--- config.mk ---
export PLATFORM = sky130hd
export DESIGN_NAME = sensor_restart_backoff_supervisor
export DESIGN_NICKNAME = d
export VERILOG_FILES = /design/src/hdl/srbs_pkg.sv /design/src/hdl/srbs_ram.sv /design/src/hdl/sensor_restart_backoff_supervisor.sv
export SDC_FILE = /design/constraint.sdc
export NUM_CORES = 1
export LEC_CHECK = 0
export ABC_CLOCK_PERIOD_IN_PS = 14300
export BUFFER_PORTS_ARGS = -buffer_cell sky130_fd_sc_hd__buf_4
export CAP_MARGIN = 20
export CELL_PAD_IN_SITES_DETAIL_PLACEMENT = 0
export CELL_PAD_IN_SITES_GLOBAL_PLACEMENT = 1
export CORE_MARGIN = 10
export CORE_UTILIZATION = 31
export DETAILED_ROUTE_END_ITERATION = 10
export PLACE_DENSITY_LB_ADDON = 0.1
export SYNTH_ARGS = -nofsm -noshare
export SYNTH_HDL_FRONTEND = slang
export SYNTH_SLANG_ARGS = --single-unit
--- constraint.sdc ---
create_clock -name clk -period 14.3 [get_ports clk]
set_clock_uncertainty 0.1 [all_clocks]
set_input_delay 2.86 -clock clk [delete_from_list [all_inputs] [get_ports clk]]
set_output_delay 2.86 -clock clk [all_outputs]
set_load 0.02 [all_outputs]
--- src/hdl/srbs_pkg.sv ---
package srbs_pkg;

    localparam int SENSOR_COUNT_DEF = 4;
    localparam int CFG_IDX_W        = 2;
    localparam int TIME_W           = 32;

    localparam logic [TIME_W-1:0] RESET_FIRST_WAIT    = 32'd1000;
    localparam logic [TIME_W-1:0] RESET_MAX_WAIT      = 32'd300000;
    localparam logic [TIME_W-1:0] RESET_STOPPED_AFTER = 32'd30000;

    localparam logic [1:0] KIND_START  = 2'd0;
    localparam logic [1:0] KIND_RETRY  = 2'd1;
    localparam logic [1:0] KIND_SAMPLE = 2'd2;

    localparam logic [CFG_IDX_W-1:0] CFG_FIRST_WAIT    = 2'd0;
    localparam logic [CFG_IDX_W-1:0] CFG_MAX_WAIT      = 2'd1;
    localparam logic [CFG_IDX_W-1:0] CFG_STOPPED_AFTER = 2'd2;

    typedef struct packed {
        logic [1:0]        kind;
        logic [1:0]        sensor_index;
        logic [TIME_W-1:0] now_ms;
        logic              start_ok;
        logic              reading_due;
        logic              reading_valid;
    } in_item_t;

    typedef struct packed {
        logic              attempt_restart;
        logic              is_running;
        logic              became_stopped;
        logic [TIME_W-1:0] restart_total;
    } out_item_t;

    typedef struct packed {
        logic              running;
        logic [TIME_W-1:0] last_reading;
        logic [TIME_W-1:0] retry_time;
        logic [TIME_W-1:0] retry_wait;
    } sensor_rec_t;

    localparam sensor_rec_t RESET_REC = '{
        running:      1'b0,
        last_reading: '0,
        retry_time:   '0,
        retry_wait:   RESET_FIRST_WAIT
    };

endpackage

--- src/hdl/srbs_ram.sv ---
module srbs_ram #(
    parameter int WIDTH  = 8,
    parameter int DEPTH  = 4,
    parameter int ADDR_W = (DEPTH > 1) ? $clog2(DEPTH) : 1
) (
    input  logic              clk,
    input  logic              we,
    input  logic [ADDR_W-1:0] waddr,
    input  logic [WIDTH-1:0]  wdata,
    input  logic              re,
    input  logic [ADDR_W-1:0] raddr,
    output logic [WIDTH-1:0]  rdata
);

    logic [WIDTH-1:0] mem [DEPTH];
    logic [WIDTH-1:0] rdata_reg;

    always_ff @(posedge clk)
    begin
        if (we)
        begin
            mem[waddr] <= wdata;
        end
        if (re)
        begin
            rdata_reg <= mem[raddr];
        end
    end

    assign rdata = rdata_reg;

endmodule

--- src/hdl/sensor_restart_backoff_supervisor.sv ---
// Each input beat is accepted only while no item is being worked on; its record is
// read from the record memory through a registered read, then updated and written back
// as the result is registered; a stalled output holds the write-back and in_ready low.
// Reset: rst_n clears the per-entry valid bits, the restart counter, the handshake
// flags and loads the register reset values; entries never written read as the
// reset record, so no clearing pass runs.
module sensor_restart_backoff_supervisor #(
    parameter int SENSOR_COUNT = srbs_pkg::SENSOR_COUNT_DEF
) (
    input  logic                           clk,
    input  logic                           rst_n,
    input  logic                           in_valid,
    output logic                           in_ready,
    input  srbs_pkg::in_item_t             in_data,
    output logic                           out_valid,
    input  logic                           out_ready,
    output srbs_pkg::out_item_t            out_data,
    input  logic                           cfg_we,
    input  logic [srbs_pkg::CFG_IDX_W-1:0] cfg_index,
    input  logic [srbs_pkg::TIME_W-1:0]    cfg_data
);

    import srbs_pkg::*;

    localparam int AW    = (SENSOR_COUNT > 1) ? $clog2(SENSOR_COUNT) : 1;
    localparam int REC_W = $bits(sensor_rec_t);

    logic                    busy_reg, busy_next;
    in_item_t                item_reg;
    logic                    out_valid_reg, out_valid_next;
    out_item_t               out_data_reg;
    logic [TIME_W-1:0]       restart_cnt_reg, restart_cnt_next;
    logic [TIME_W-1:0]       first_wait_reg, max_wait_reg, stop_after_reg;
    logic [SENSOR_COUNT-1:0] valid_reg, valid_next;

    logic              accept, done, in_range, rec_we;
    logic [AW-1:0]     addr_q;
    logic [REC_W-1:0]  rdata;
    sensor_rec_t       rec, rec_new;
    out_item_t         result;
    logic [TIME_W-1:0] since_retry, since_reading;

    assign in_ready = !busy_reg;
    assign accept   = in_valid && in_ready;
    assign done     = busy_reg && (!out_valid_reg || out_ready);
    assign addr_q   = AW'(item_reg.sensor_index);
    assign in_range = (32'(item_reg.sensor_index) < SENSOR_COUNT);
    assign rec_we   = done && in_range;

    srbs_ram #(
        .WIDTH (REC_W),
        .DEPTH (SENSOR_COUNT),
        .ADDR_W(AW)
    ) u_rec_ram (
        .clk  (clk),
        .we   (rec_we),
        .waddr(addr_q),
        .wdata(rec_new),
        .re   (accept),
        .raddr(AW'(in_data.sensor_index)),
        .rdata(rdata)
    );

    // never-written entries read as the reset record
    assign rec           = valid_reg[addr_q] ? sensor_rec_t'(rdata) : RESET_REC;
    assign since_retry   = item_reg.now_ms - rec.retry_time;
    assign since_reading = item_reg.now_ms - rec.last_reading;

    always_comb
    begin
        rec_new          = rec;
        restart_cnt_next = restart_cnt_reg;
        result           = '0;
        unique case (item_reg.kind)
            KIND_START:
            begin
                rec_new.running      = item_reg.start_ok;
                rec_new.last_reading = item_reg.now_ms;
                if (item_reg.start_ok)
                begin
                    rec_new.retry_wait = first_wait_reg;
                end
                else
                begin
                    rec_new.retry_time = item_reg.now_ms + rec.retry_wait;
                    rec_new.retry_wait = (rec.retry_wait > (max_wait_reg >> 1))
                                       ? max_wait_reg
                                       : {rec.retry_wait[TIME_W-2:0], 1'b0};
                end
            end
            KIND_RETRY:
            begin
                if (!rec.running && !since_retry[TIME_W-1] && in_range)
                begin
                    result.attempt_restart = 1'b1;
                    restart_cnt_next       = restart_cnt_reg + 32'd1;
                end
            end
            KIND_SAMPLE:
            begin
                if (rec.running)
                begin
                    if (item_reg.reading_valid)
                    begin
                        rec_new.last_reading = item_reg.now_ms;
                    end
                    else if (item_reg.reading_due && (since_reading >= stop_after_reg))
                    begin
                        rec_new.running       = 1'b0;
                        rec_new.retry_time    = item_reg.now_ms;
                        rec_new.retry_wait    = first_wait_reg;
                        result.became_stopped = in_range;
                    end
                end
            end
            default:
            begin
            end
        endcase
        result.is_running    = in_range && rec_new.running;
        result.restart_total = restart_cnt_next;
    end

    always_comb
    begin
        busy_next      = busy_reg;
        out_valid_next = out_valid_reg;
        valid_next     = valid_reg;
        if (out_valid_reg && out_ready)
        begin
            out_valid_next = 1'b0;
        end
        if (done)
        begin
            busy_next      = 1'b0;
            out_valid_next = 1'b1;
        end
        if (accept)
        begin
            busy_next = 1'b1;
        end
        if (rec_we)
        begin
            valid_next[addr_q] = 1'b1;
        end
    end

    always_ff @(posedge clk or negedge rst_n)
    begin
        if (!rst_n)
        begin
            busy_reg        <= 1'b0;
            out_valid_reg   <= 1'b0;
            valid_reg       <= '0;
            restart_cnt_reg <= '0;
            first_wait_reg  <= RESET_FIRST_WAIT;
            max_wait_reg    <= RESET_MAX_WAIT;
            stop_after_reg  <= RESET_STOPPED_AFTER;
        end
        else
        begin
            busy_reg      <= busy_next;
            out_valid_reg <= out_valid_next;
            valid_reg     <= valid_next;
            if (done)
            begin
                restart_cnt_reg <= restart_cnt_next;
            end
            if (cfg_we)
            begin
                unique case (cfg_index)
                    CFG_FIRST_WAIT:    first_wait_reg <= cfg_data;
                    CFG_MAX_WAIT:      max_wait_reg   <= cfg_data;
                    CFG_STOPPED_AFTER: stop_after_reg <= cfg_data;
                    default:
                    begin
                    end
                endcase
            end
        end
    end

    // payload registers: hold the beat being worked on and the finished result
    always_ff @(posedge clk)
    begin
        if (accept)
        begin
            item_reg <= in_data;
        end
        if (done)
        begin
            out_data_reg <= result;
        end
    end

    assign out_valid = out_valid_reg;
    assign out_data  = out_data_reg;

`ifndef SYNTHESIS
    a_accept_busy: assert property (@(posedge clk) disable iff (!rst_n)
        accept |=> busy_reg)
        else $error("accepted beat did not start work");

    a_done_out: assert property (@(posedge clk) disable iff (!rst_n)
        done |=> (!busy_reg && out_valid_reg))
        else $error("finished item did not reach the output register");

    a_cnt_step: assert property (@(posedge clk) disable iff (!rst_n)
        (done && result.attempt_restart) |=> (restart_cnt_reg == $past(restart_cnt_reg) + 32'd1))
        else $error("restart counter did not advance on a restart request");

    a_cnt_hold: assert property (@(posedge clk) disable iff (!rst_n)
        !done |=> $stable(restart_cnt_reg))
        else $error("restart counter moved outside a write-back");

    a_stop_flag: assert property (@(posedge clk) disable iff (!rst_n)
        out_valid_reg |-> !(out_data_reg.became_stopped && out_data_reg.is_running))
        else $error("sensor reported stopped and running at once");
`endif

endmodule

### After elaboration in Yosys (flattened, before gate mapping)

Memory sizes are Yosys's and may differ from the RTL's. A register that Yosys moved wholly into a read port is not among the register bits.
Index checks and enable logic that the tools add are counted.

* $add $sub $neg: 4
* magnitude comparators: 4
* equal/unequal tests: 4
* multiplexer cells: 25
* bitwise operators: 3
* reductions and logical operators: 19

Operator list (number)
* 97-bit 2-to-1 mux: 2
* 97-bit case mux with 2 select lines: 1
* 32-bit 2-to-1 mux: 6
* 64-bit 2-to-1 mux: 2
* 32-bit subtractor: 2
* 32-bit by 1-bit adder with 32-bit output (second input constant): 1
* 32-bit adder: 1
* 32-bit >= comparator: 1
* 32-bit by 31-bit > comparator with 1-bit output: 1
* 1-bit 2-to-1 mux: 12
* 1-bit logical AND: 6
* 2-bit AND reduction: 3
* 2-bit by 1-bit == test with 1-bit output (second input constant): 2
* 2-bit == test (second input constant): 2
* 1-bit zero test: 4
* 2-bit zero test: 2
* 4-bit OR: 1
* 2-bit nonzero test: 2
* 2-bit by 3-bit less-than comparator with 1-bit output (second input constant): 1
* 3-bit OR reduction: 1
* 1-bit binary-select mux with 2-bit select: 1
* 1-bit demux with 2-bit select: 1
* 2-bit by 1-bit >= comparator with 1-bit output (second input constant): 1
* 1-bit NOT: 2
* 1-bit logical OR: 1

* register bits after elaboration: 208
* bits in writable memories: 388
* bits of input ports: 78
* output and inout port bits: 37
* word-level logic and storage cells: 77
* memories kept: 1

Memories
* u_rec_ram.mem: depth 4, width 97, rd ports 1, clocked after memory_dff 1, write ports 1, RTL line srbs_ram.sv:15 `logic [WIDTH-1:0] mem [DEPTH];`

### Longest topological paths before layout

Gate-level depths: netlist (run 1).

* word-level depth: 10
* depth in mapped cells: 26
* depth with buffers taken out: 22

### Modules after synthesis

From an unflattened synthesis (run 1), not the netlist that was laid out.

* cells, all modules: 2334
* area total of the unflattened synthesis: 32899.1 sq um

By module, submodules not included
* srbs_ram: times used 1, cells an instance 608, area each 16928.7 sq um, seq. area each 14564.0 sq um
* sensor_restart_backoff_supervisor: times used 1, cells an instance 1726, area each 15970.3 sq um, seq. area each 5601.6 sq um

### Worst setup path before layout (run 1)

OpenSTA, ideal clock, no wires.

* path kind: input -> register
* start point: input out_ready
* end point: register valid_reg[0]
* library setup time: 0.106 ns
* data arrival time: 10.502 ns
* setup slack: 3.591 ns
* stages on the path: 5
* cell sequence: nand2b_1 -> nand2_1 -> clkbuf_1 -> nor3_1 -> or2_2

* word-level cells in the longest chain between the ends: 2

Ends and longest elaborated chain
* start: declaration: RTL line sensor_restart_backoff_supervisor.sv:16 `input logic out_ready,`
* 1-bit logical OR: RTL line sensor_restart_backoff_supervisor.sv:45 `assign done = busy_reg && (!out_valid_reg || out_ready);`
* 1-bit logical AND: RTL line sensor_restart_backoff_supervisor.sv:45
* end signal: assignment: RTL line sensor_restart_backoff_supervisor.sv:164 `valid_reg <= valid_next;`
* end: declaration: RTL line sensor_restart_backoff_supervisor.sv:34 `logic [SENSOR_COUNT-1:0] valid_reg, valid_next;`

Every way passes these cells.
A chain may end at the register's enable or synchronous reset.

==> results of run 1 <==
[worst min path at each step]
stage                             from            to  slack, ns
after global placement    valid_reg[2]  valid_reg[2]       0.35
after floorplan           valid_reg[2]  valid_reg[2]       0.33
after detailed placement  valid_reg[1]  valid_reg[1]       0.36
final                     valid_reg[1]  valid_reg[1]       0.37
after CTS                 valid_reg[1]  valid_reg[1]       0.37
after global routing      valid_reg[1]  valid_reg[1]       0.38
[final cells by class]
| cell class | count | area (sq um) |
|---|---|---|
| antenna | 3 | 7.51 |
| clock buffer | 104 | 2270 |
| clock inverter | 43 | 347 |
| fill | 10400 | 68500 |
| inverter | 97 | 364 |
| multi-input combinational | 1550 | 12800 |
| sequential | 693 | 20200 |
| tap | 1403 | 1760 |
| timing repair buffer | 156 | 1200 |
[Yosys cell counts, drive strengths merged (10+ instances only)]
cell type	instances
edfxtp	559
nand2	175
ha	157
a21oi	136
o21ai	124
dfrtp	113
mux2	101
mux4	98
inv	97
clkbuf	84
nor2	75
xor2	65
nor3	55
nand3	46
xnor2	45
nand2b	44
o221ai	35
mux2i	34
a22oi	31
and2	31
a21o	28
nand4	24
nor4	23
buf	22
a211oi	21
dfstp	21
o211ai	20
o21a	18
and3	16
a31oi	14
o21bai	13
or3	13
nor2b	12
or2	10
[layout by cell type, fill, tap and decap left out, types with 15 or more instances in the layout]
cell,n
and3_1,15
nor3_1,51
xnor2_1,45
nand4_1,24
o221ai_1,35
dfstp_2,21
inv_1,95
nand3_1,45
buf_4,152
a21o_1,28
mux2i_1,34
mux4_2,97
o21a_1,18
mux2_2,100
a22oi_1,31
clkbuf_16,87
xor2_1,65
edfxtp_1,559
nand2_1,172
a21oi_1,134
dfrtp_1,113
ha_1,157
a211oi_1,19
o21ai_0,121
and2_1,31
nand2b_1,44
nor2_1,73
o211ai_1,20
clkinv_1,17
[routing by layer]
layer,global-route usage,wire (um),share of wire
met1,0.259,53400,0.48
met2,0.279,49700,0.45
met3,0.0269,5030,0.045
met4,0.0448,2440,0.022
met5,0,0,0
[per-stage QoR]
step           utilization  hold WS [ns]
2_1_floorplan            -         0.334
3_3_place_gp         0.338         0.348
3_5_place_dp         0.338         0.356
4_1_cts              0.362         0.370
5_1_grt              0.362         0.378
6_report             0.362         0.374
[critical path: stages (launching register included)]
cell       delay [ns]
edfxtp_1         0.50
mux4_4           0.63
buf_4            0.42
buf_4            0.48
buf_4            0.63
nand2_1          0.16
ha_1             0.37
nand2_1          0.11
nand2b_1         0.06
a21o_1           0.20
and3_1           0.18
a2111oi_0        0.48
o211ai_1         0.19
ha_1             0.33
nand4_1          0.14
nor3_1           0.28
o21ai_0          0.39
a21oi_2          0.89
buf_4            0.45
a22oi_1          0.15
o21ai_0          0.23
[kinds of logic after synthesis]
family | after synthesis | synth area share
compound gates | 504 | 0.0984
xor+xnor | 110 | 0.0286
fa+ha+maj | 159 | 0.0595
buf+inv | 203 | 0.0232
flops | 693 | 0.598
mux | 233 | 0.109
simple gates | 544 | 0.0828
[where the power goes]
part           switching [mW]  total, mW  internal (mW)
registers               0.182       2.91           2.73
logic                    1.44       2.22          0.783
clock network           0.834       2.04           1.21
total                    2.45       7.18           4.73
==> impl_results.md, run 1 <==
* Status: finished, final reports clean
* Hold crit path type: reg2reg
* Worst r2r src: addr_q[0]
* Min Tclk post-route at 7.76 ns
* Syn Inst Count at 2,446
* Number of library cell types mapped by synthesis at 86
* Post-detail-place hpwl at 75.4 mm
* Die area at 122,000 sq um
* Critical path arrival at 8.03 ns
* Synth Cell Area at 33,700 sq um
* Largest register FFs at 388
* Placed cell areas at 36,300 sq um
* H-tree depth at 3
* Layout cell share with drive strength beyond 1 at 0.205
* Rows at 120
* Largest net degree at the start of global routing at 137
* Crit Path Category: reg2reg
* Worst Reg-to-Reg Cells at 20
* Fraction of registers with async set or reset after synthesis at 0.193
* Root buffer cell: clkbuf_16
* Post-DRT Antenna Nets at 0
* Total power at 7.18 mW
* Die height at 350 um
* Yosys reg bits at 693
* Max-cap violations at 0
* Critical R2R Capture: u_rec_ram.mem[2][41]
* Vias in the first global route at 22.1k
* CP endpoint: u_rec_ram.mem[2][41]
* Post-synth net total at 2,683
* Vias per cell at 5.31
* Peak VDD IR at 0.105 mV
* CTS sink count at 693
* Worst Setup Start Kind: flop
* Critical path peak fanout at 44
* Vias at 21.5k
* Post-route DRC at 0
* YS warnings at 0
* WP data required at 14.56 ns
* Highest Clock Rate at 129 MHz
* Fin. max-slew vios at 0
* Final Wtd Congestion at 0.820
* Largest cells by area after synthesis: edfxtp_1 50%, dfrtp_1 8.4%, mux4_2 6.5%
* Post-synth top area share at 0.498
* Setup crit end kind: flop
* # port buffers at 114
* Final hold vios at 0
* Pre-antenna DRT Iters at 5
* EDFF count, synth at 559
* Area leader, netlist: edfxtp_1
* Hold path depth at 1
* Clock Path Buffers at 3
* Leakage power at 14.4 nW
* Initial antenna violation count at 4
* Crit share post-route at 0.543
* Main synth FF type: edfxtp_1
* Area Growth Syn to Fin at 15.6%
* Worst-path clk slew at 0.06 ns
* Ports at 115
* Placed Instances at 3,898
* Gr usage total at 0.179
* Setup TNS at 0 ns
* Post_cts resized at 0
* Wirelength per Cell at 27.3 um
* CTS tree: yes
* Pre-CTS setup slack at 6.52 ns
* Die width at 350 um
* Initial Util at 0.314
* Relative slew slack at 0.261
* Final instance area at 39,000 sq um
* Final WL at 111 mm
* Pwr/cell area at 184 nW/um^2
* RSZ-0062 raised after global routing: false
* Worst slew pin tran at 1.10 ns
* Core Region at 108,000 sq um
* First-pass GRT wire length at 160 mm
* Nets at 2,815
* Syn Area/Cell at 13.8 sq um
* Worst skew pair latency at 0.65 ns
* Post-synthesis sequential area ratio at 0.598
* Num CTS Buffers at 80
* Cell Count, Final, Fillers Out at 4,049
* Fin worst setup slack at 6.54 ns
* Iteration-0 DRC Markers at 1,824
* CTS Hold Bufs at 0
* Setup Buffers After CTS at 0
* Worst setup startpoint: addr_q[0]
* Final setup violation count at 0
* R2R setup slack at 6.54 ns
* Grt ovf at 0
Note: power is estimated with default switching activity, not from simulation.
==> run 2, diff against run 1 <==
- ABC_CLOCK_PERIOD_IN_PS: 14300 -> 6590
- clock period: 14.3 -> 6.59 ns (I/O delays scaled with it)
==> run 2 against run 1 <==
Compared with the run above: non-clock buffer count is 62 higher; count of clock-buffer cells in the layout rose by 4; highest routed layer unchanged; critical endpoint is now u_rec_ram.mem[0][60]; first-iteration DRC count is 12% lower; clock power rose by 110%; design area up 1.5%; worst hold slack got worse by 0.0040 ns; maximum frequency increased by 22%; critical path depth decreased by 1; sequential power grew 120%; register-to-register slack lost 6.3 ns; routed wire length up 0.82%; die area is the same.
==> impl_results.md, run 2 (synthesized netlist as in run 1, its figures left out) <==
* Largest net degree at the start of global routing at 137 (unchanged)
* Setup crit end kind: flop (unchanged)
* R2R setup slack at 0.22 ns (was 6.54 ns)
* Worst r2r src: addr_q[0] (unchanged)
* Status: finished, final reports clean (unchanged)
* Crit share post-route at 0.966 (was 0.543)
* Pwr/cell area at 397 nW/um^2 (was 184 nW/um^2)
* Pre-antenna DRT Iters at 5 (unchanged)
* Vias per cell at 5.30 (was 5.31)
* Initial Util at 0.314 (unchanged)
* Worst Reg-to-Reg Cells at 19 (was 20)
* P_sw at 5.38 mW (was 2.45 mW)
* Placed cell areas at 36,900 sq um (was 36,300 sq um)
* Crit Path Category: reg2reg (unchanged)
* H-tree depth at 3 (unchanged)
* Final hold vios at 0 (unchanged)
* Num CTS Buffers at 80 (unchanged)
* Wirelength per Cell at 27.2 um (was 27.3 um)
* Hold crit path type: reg2reg (unchanged)
* Vias in the first global route at 22.2k (was 22.1k)
* Die width at 350 um (unchanged)
* Layout cell share with drive strength beyond 1 at 0.223 (was 0.205)
* Gr usage total at 0.181 (was 0.179)
* Post-route DRC at 0 (unchanged)
* Worst-path clk slew at 0.06 ns (about the same)
* Min Tclk post-route at 6.37 ns (was 7.76 ns)
* WP data required at 6.89 ns (was 14.56 ns)
* Flop pwr share at 0.401 (was 0.406)
* First-pass GRT wire length at 162 mm (was 160 mm)
* Largest register FFs at 388 (unchanged)
* Final Wtd Congestion at 0.889 (was 0.820)
* Ports at 115 (unchanged)
* Worst Setup Start Kind: flop (unchanged)
* Core Region at 108,000 sq um (unchanged)
* Critical path peak fanout at 27 (was 44)
* Worst slew pin tran at 1.15 ns (was 1.10 ns)
* Switching share of power at 0.343 (was 0.342)
* Rows at 120 (unchanged)
* Comb power frac at 0.323 (was 0.309)
* Relative slew slack at 0.231 (was 0.261)
* Worst setup startpoint: addr_q[0] (unchanged)
* Post-detail-place hpwl at 77.5 mm (was 75.4 mm)
* Worst skew pair latency at 0.65 ns (about the same)
* Area Growth Syn to Fin at 17.3% (was 15.6%)
* Leakage power at 14.8 nW (was 14.4 nW)
* Root buffer cell: clkbuf_16 (unchanged)
* Peak VDD IR at 0.251 mV (was 0.105 mV)
* RSZ-0062 raised after global routing: false (unchanged)
* Nets at 2,877 (was 2,815)
* Commonest non-fill, non-tap cells in the layout: 559 x edfxtp_1, 201 x buf_4, 172 x nand2_1 (was 559 x edfxtp_1, 172 x nand2_1, 157 x ha_1)
* Grt ovf at 0 (unchanged)
* Worst Hold Launch: valid_reg[1] (unchanged)
* Critical R2R Capture: u_rec_ram.mem[0][60] (was u_rec_ram.mem[2][41])
* Highest Clock Rate at 157 MHz (was 129 MHz)
* CTS sink count at 693 (unchanged)
* Vias at 21.8k (was 21.5k)
* Clock Power Share at 0.276 (was 0.285)
* Critical path arrival at 6.67 ns (was 8.03 ns)
* Commonest non-fill, non-tap cell in the layout: edfxtp_1 (unchanged)
* Total power at 15.7 mW (was 7.18 mW)
* Initial antenna violation count at 6 (was 4)
* Die area at 122,000 sq um (unchanged)
* Final setup violation count at 0 (unchanged)
* Max-cap violations at 0 (unchanged)
* CTS tree: yes (unchanged)
* Fin. max-slew vios at 0 (unchanged)
* Final WL at 112 mm (was 111 mm)
* # port buffers at 114 (unchanged)
* Clock Path Buffers at 3 (unchanged)
* Iteration-0 DRC Markers at 1,600 (was 1,824)
* Post-DRT Antenna Nets at 0 (unchanged)
* Final instance area at 39,500 sq um (was 39,000 sq um)
* Internal Power at 10.3 mW (was 4.73 mW)
* Die height at 350 um (unchanged)
* CP endpoint: u_rec_ram.mem[0][60] (was u_rec_ram.mem[2][41])
## run 2: how the worst min path moves through the flow
stage          slack, ns            to  cells past startpoint
2_1_floorplan       0.33  valid_reg[2]                      1
3_3_place_gp        0.35  valid_reg[2]                      1
3_5_place_dp        0.35  valid_reg[1]                      1
4_1_cts             0.37  valid_reg[1]                      1
5_1_grt             0.37  valid_reg[3]                      1
6_report            0.37  valid_reg[1]                      1
## run 2: cell type report
cell class                 instances  area (sq um)
fill                           10300         68000
sequential                       693         20200
multi-input combinational       1550         12900
clock buffer                     108          2190
timing repair buffer             218          1830
tap                             1403          1760
inverter                          97           364
clock inverter                    37           332
antenna                            2          5.00
## run 2: timing repair
item	in CTS	in global routing
pin swaps	0	4
hold buffers	0	0
setup endpoints to repair	64	253
resized for setup	2	16
buffers inserted	0	3
## run 2: metal layers
| layer | vias to the layer above | GRT usage | share of wire |
|---|---|---|---|
| li1 | 9865 | - | - |
| met1 | 11200 | 0.260 | 0.48 |
| met2 | 551 | 0.285 | 0.45 |
| met3 | 122 | 0.0266 | 0.043 |
| met4 | 0 | 0.0449 | 0.023 |
| met5 | - | 0 | 0 |
## run 2: worst max-delay path, stage by stage (launching register included)
cell       delay (ns)
edfxtp_1         0.41
mux4_4           0.45
buf_12           0.12
buf_4            0.25
buf_4            0.48
buf_4            0.47
nand2_1          0.17
ha_1             0.42
a21o_1           0.21
and3_1           0.17
a2111oi_0        0.42
o211ai_1         0.19
ha_1             0.32
nand4_1          0.14
or3_1            0.45
a21oi_1          0.29
o21ai_4          0.16
a311oi_1         0.33
nand3b_1         0.28
buf_4            0.24
## run 2: power groups by stage
stage | Sequential [mW] | Clock [mW] | Combinational (mW)
detailed placement | 6.39 | 0 | 5.03
global placement | 6.36 | 0 | 4.98
floorplan | 6.32 | 0 | 3.07
CTS | 6.31 | 4.46 | 5.06
finish | 6.30 | 4.33 | 5.06
global route | 6.36 | 4.64 | 5.57
## run 2: stage by stage
stage | setup WS (ns) | hold WS (ns) | setup TNS [ns] | instances | utilization
3_3_place_gp | -0.0266 | 0.345 | -0.112 | 3958 | 0.344
5_1_grt | 0.00530 | 0.375 | 0 | 4106 | 0.368
6_report | 0.222 | 0.370 | 0 | 4108 | 0.368
3_5_place_dp | -0.174 | 0.353 | -1.66 | 3958 | 0.344
2_1_floorplan | 0.298 | 0.334 | 0 | 2446 | -
4_1_cts | 0.0355 | 0.369 | 0 | 4103 | 0.367
==> run 3, diff against run 2 <==
- CORE_ASPECT_RATIO: default -> 0.75
- CTS_CLUSTER_DIAMETER: default -> 120
==> run 3 against run 2 <==
Compared with the run above: design area up 0.71%; maximum frequency up 1.0%; worst hold slack worse by 0.0070 ns; worst setup slack better by 0.064 ns; utilization up 0.22 points; sequential cell count unchanged; non-clock buffer count down 12; first-iteration DRC count up 8.9%; sequential share of layout area down 0.36 points; combinational power up 1%; register-to-register slack better by 0.06 ns.
==> impl_results.md, run 3 (synthesized netlist as in run 1, its figures left out) <==
* Iteration-0 DRC Markers at 1,742 (was 1,600)
* Nets at 2,864 (was 2,877)
* Die width at 401 um (was 350 um)
* Layout cell share with drive strength beyond 1 at 0.235 (was 0.223)
* Crit path cell chain: mux4_4 -> buf_6 -> nand2_1 -> ha_1 -> o211ai_1 -> a21oi_1 -> o41a_1 -> buf_4 -> a41o_1 -> a21o_1 -> a21oi_1 -> xnor2_1 -> ha_1 -> a21oi_1 -> o21ai_0 -> a221oi_1 -> o21ai_0 -> o211ai_1 -> buf_4 -> a31oi_1 -> buf_12 -> o21ai_0 (was mux4_4 -> buf_12 -> buf_4 -> buf_4 -> buf_4 -> nand2_1 -> ha_1 -> a21o_1 -> and3_1 -> a2111oi_0 -> o211ai_1 -> ha_1 -> nand4_1 -> or3_1 -> a21oi_1 -> o21ai_4 -> a311oi_1 -> nand3b_1 -> buf_4)
* Fin worst setup slack at 0.286 ns (was 0.222 ns)
* Final hold vios at 0 (unchanged)
* Vias per cell at 5.32 (was 5.30)
* Min Tclk post-route at 6.30 ns (was 6.37 ns)
* Hold crit path type: reg2reg (unchanged)
* Critical path buffers and inverters at 4 (was 5)
* Core Region at 108,000 sq um (about the same)
* Gr usage total at 0.181 (about the same)
* Status: finished, final reports clean (unchanged)
* Crit share post-route at 0.957 (was 0.966)
* Clock Path Buffers at 3 (unchanged)
* Critical path arrival at 6.58 ns (was 6.67 ns)
* H-tree depth at 3 (unchanged)
* Num CTS Buffers at 79 (was 80)
* Vias in the first global route at 22.1k (was 22.2k)
* First-pass GRT wire length at 162 mm (about the same)
* Post-DRT Antenna Nets at 0 (unchanged)
* Area Growth Syn to Fin at 18.2% (was 17.3%)
* Max incr delay on CP at 0.71 ns (was 0.48 ns)
* # port buffers at 114 (unchanged)
* Vias at 22.0k (was 21.8k)
* Crit Path Category: reg2reg (unchanged)
* Peak VDD IR at 0.197 mV (was 0.251 mV)
* Leakage power at 14.9 nW (was 14.8 nW)
* Pre-antenna DRT Iters at 5 (unchanged)
* Cell Count, Final, Fillers Out at 4,127 (was 4,108)
* Pre-CTS setup slack at -0.529 ns (was -0.174 ns)
* Cell family with most CP delay: compound AO/OA/AOI/OAI gates (unchanged)
* Worst Setup Start Kind: flop (unchanged)
* Post-route DRC at 0 (unchanged)
* Post-detail-place hpwl at 77.4 mm (was 77.5 mm)
* Commonest non-fill, non-tap cells in the layout: 559 x edfxtp_1, 190 x buf_4, 172 x nand2_1 (was 559 x edfxtp_1, 201 x buf_4, 172 x nand2_1)
* Setup TNS at 0 ns (unchanged)
* Root buffer cell: clkbuf_16 (unchanged)
* Grt ovf at 0 (unchanged)
* Final WL at 113 mm (was 112 mm)
* Critical-path top delay cell: mux4_4 (was buf_4)
* Final Wtd Congestion at 0.870 (was 0.889)
* Fin. max-slew vios at 0 (unchanged)
* Largest register FFs at 388 (unchanged)
* CTS sink count at 693 (unchanged)
* CTS tree: yes (unchanged)
* Worst slew pin tran at 1.05 ns (was 1.15 ns)
* WP data required at 6.87 ns (was 6.89 ns)
* Pwr/cell area at 406 nW/um^2 (was 397 nW/um^2)
* Final setup violation count at 0 (unchanged)
* Initial Util at 0.313 (was 0.314)
* Placed Instances at 3,968 (was 3,958)
* Die height at 306 um (was 350 um)
* Worst-path clk slew at 0.06 ns (about the same)
* Commonest non-fill, non-tap cell in the layout: edfxtp_1 (unchanged)
* Ports at 115 (unchanged)
* Critical path peak fanout at 12 (was 27)
* Finished Core Util at 0.370 (was 0.368)
* Setup crit end kind: flop (unchanged)
* Highest Clock Rate at 159 MHz (was 157 MHz)
* Wirelength per Cell at 27.5 um (was 27.2 um)
* Initial antenna violation count at 7 (was 6)
* Die area at 122,000 sq um (about the same)
* Relative slew slack at 0.299 (was 0.231)
* Max-cap violations at 0 (unchanged)
* Rows at 104 (was 120)
* RSZ-0062 raised after global routing: true (was false)
* Fill count at 10.3k (about the same)
* Worst skew pair latency at 0.68 ns (was 0.65 ns)
* Worst hold margin at 0.363 ns (was 0.370 ns)
* Largest net degree at the start of global routing at 77 (was 137)
-- run 3: routing by layer --
metal / up-vias / GRT usage / wire (um)
li1: 9840 / - / -
met1: 11400 / 0.259 / 54000
met2: 616 / 0.274 / 49800
met3: 146 / 0.0438 / 7170
met4: 4 / 0.0410 / 2290
met5: - / 0 / 26
-- run 3: power breakdown --
part | internal [mW] | switching [mW]
combinational | 1.84 | 3.27
sequential | 5.92 | 0.368
clock | 2.86 | 1.90
-- run 3: timing repair --
item / in CTS / in global routing
hold buffers: 0 / 0
endpoints found under the setup margin: 249 / 258
resized for setup: 10 / 26
buffers inserted: 2 / 7
pin swaps: 1 / 8
gates cloned: 0 / 0
-- run 3: worst paths after layout --
kind / from / slack (ns) / cells past startpoint / to
max: addr_q[0] / 0.29 / 22 / u_rec_ram.mem[3][36]
min: valid_reg[1] / 0.36 / 1 / valid_reg[1]
max reg2reg: addr_q[0] / 0.29 / 22 / u_rec_ram.mem[3][36]
min reg2reg: valid_reg[1] / 0.36 / 1 / valid_reg[1]
max in group asynchronous: rst_n / 4.69 / 2 / max_wait_reg[10]
min in group asynchronous: rst_n / 0.50 / 1 / restart_cnt_reg[21]
-- run 3: final cells by class --
| type | count | area [sq um] | area share |
|---|---|---|---|
| multi-input combinational | 1550 | 13000 | 0.326 |
| tap | 1431 | 1790 | 0.0450 |
| clock buffer | 99 | 2210 | 0.0554 |
| sequential | 693 | 20200 | 0.506 |
| antenna | 4 | 10.0 | 0.000251 |
| inverter | 97 | 364 | 0.00914 |
| timing repair buffer | 206 | 1720 | 0.0432 |
| clock inverter | 47 | 591 | 0.0148 |
-- run 3: metrics by stage --
stage          power (mW)  instance area [sq um]
3_3_place_gp         11.3                  36800
2_1_floorplan        9.39                  33700
5_1_grt              17.0                  39800
3_5_place_dp         11.4                  36800
6_report             16.2                  39800
4_1_cts              16.3                  39700
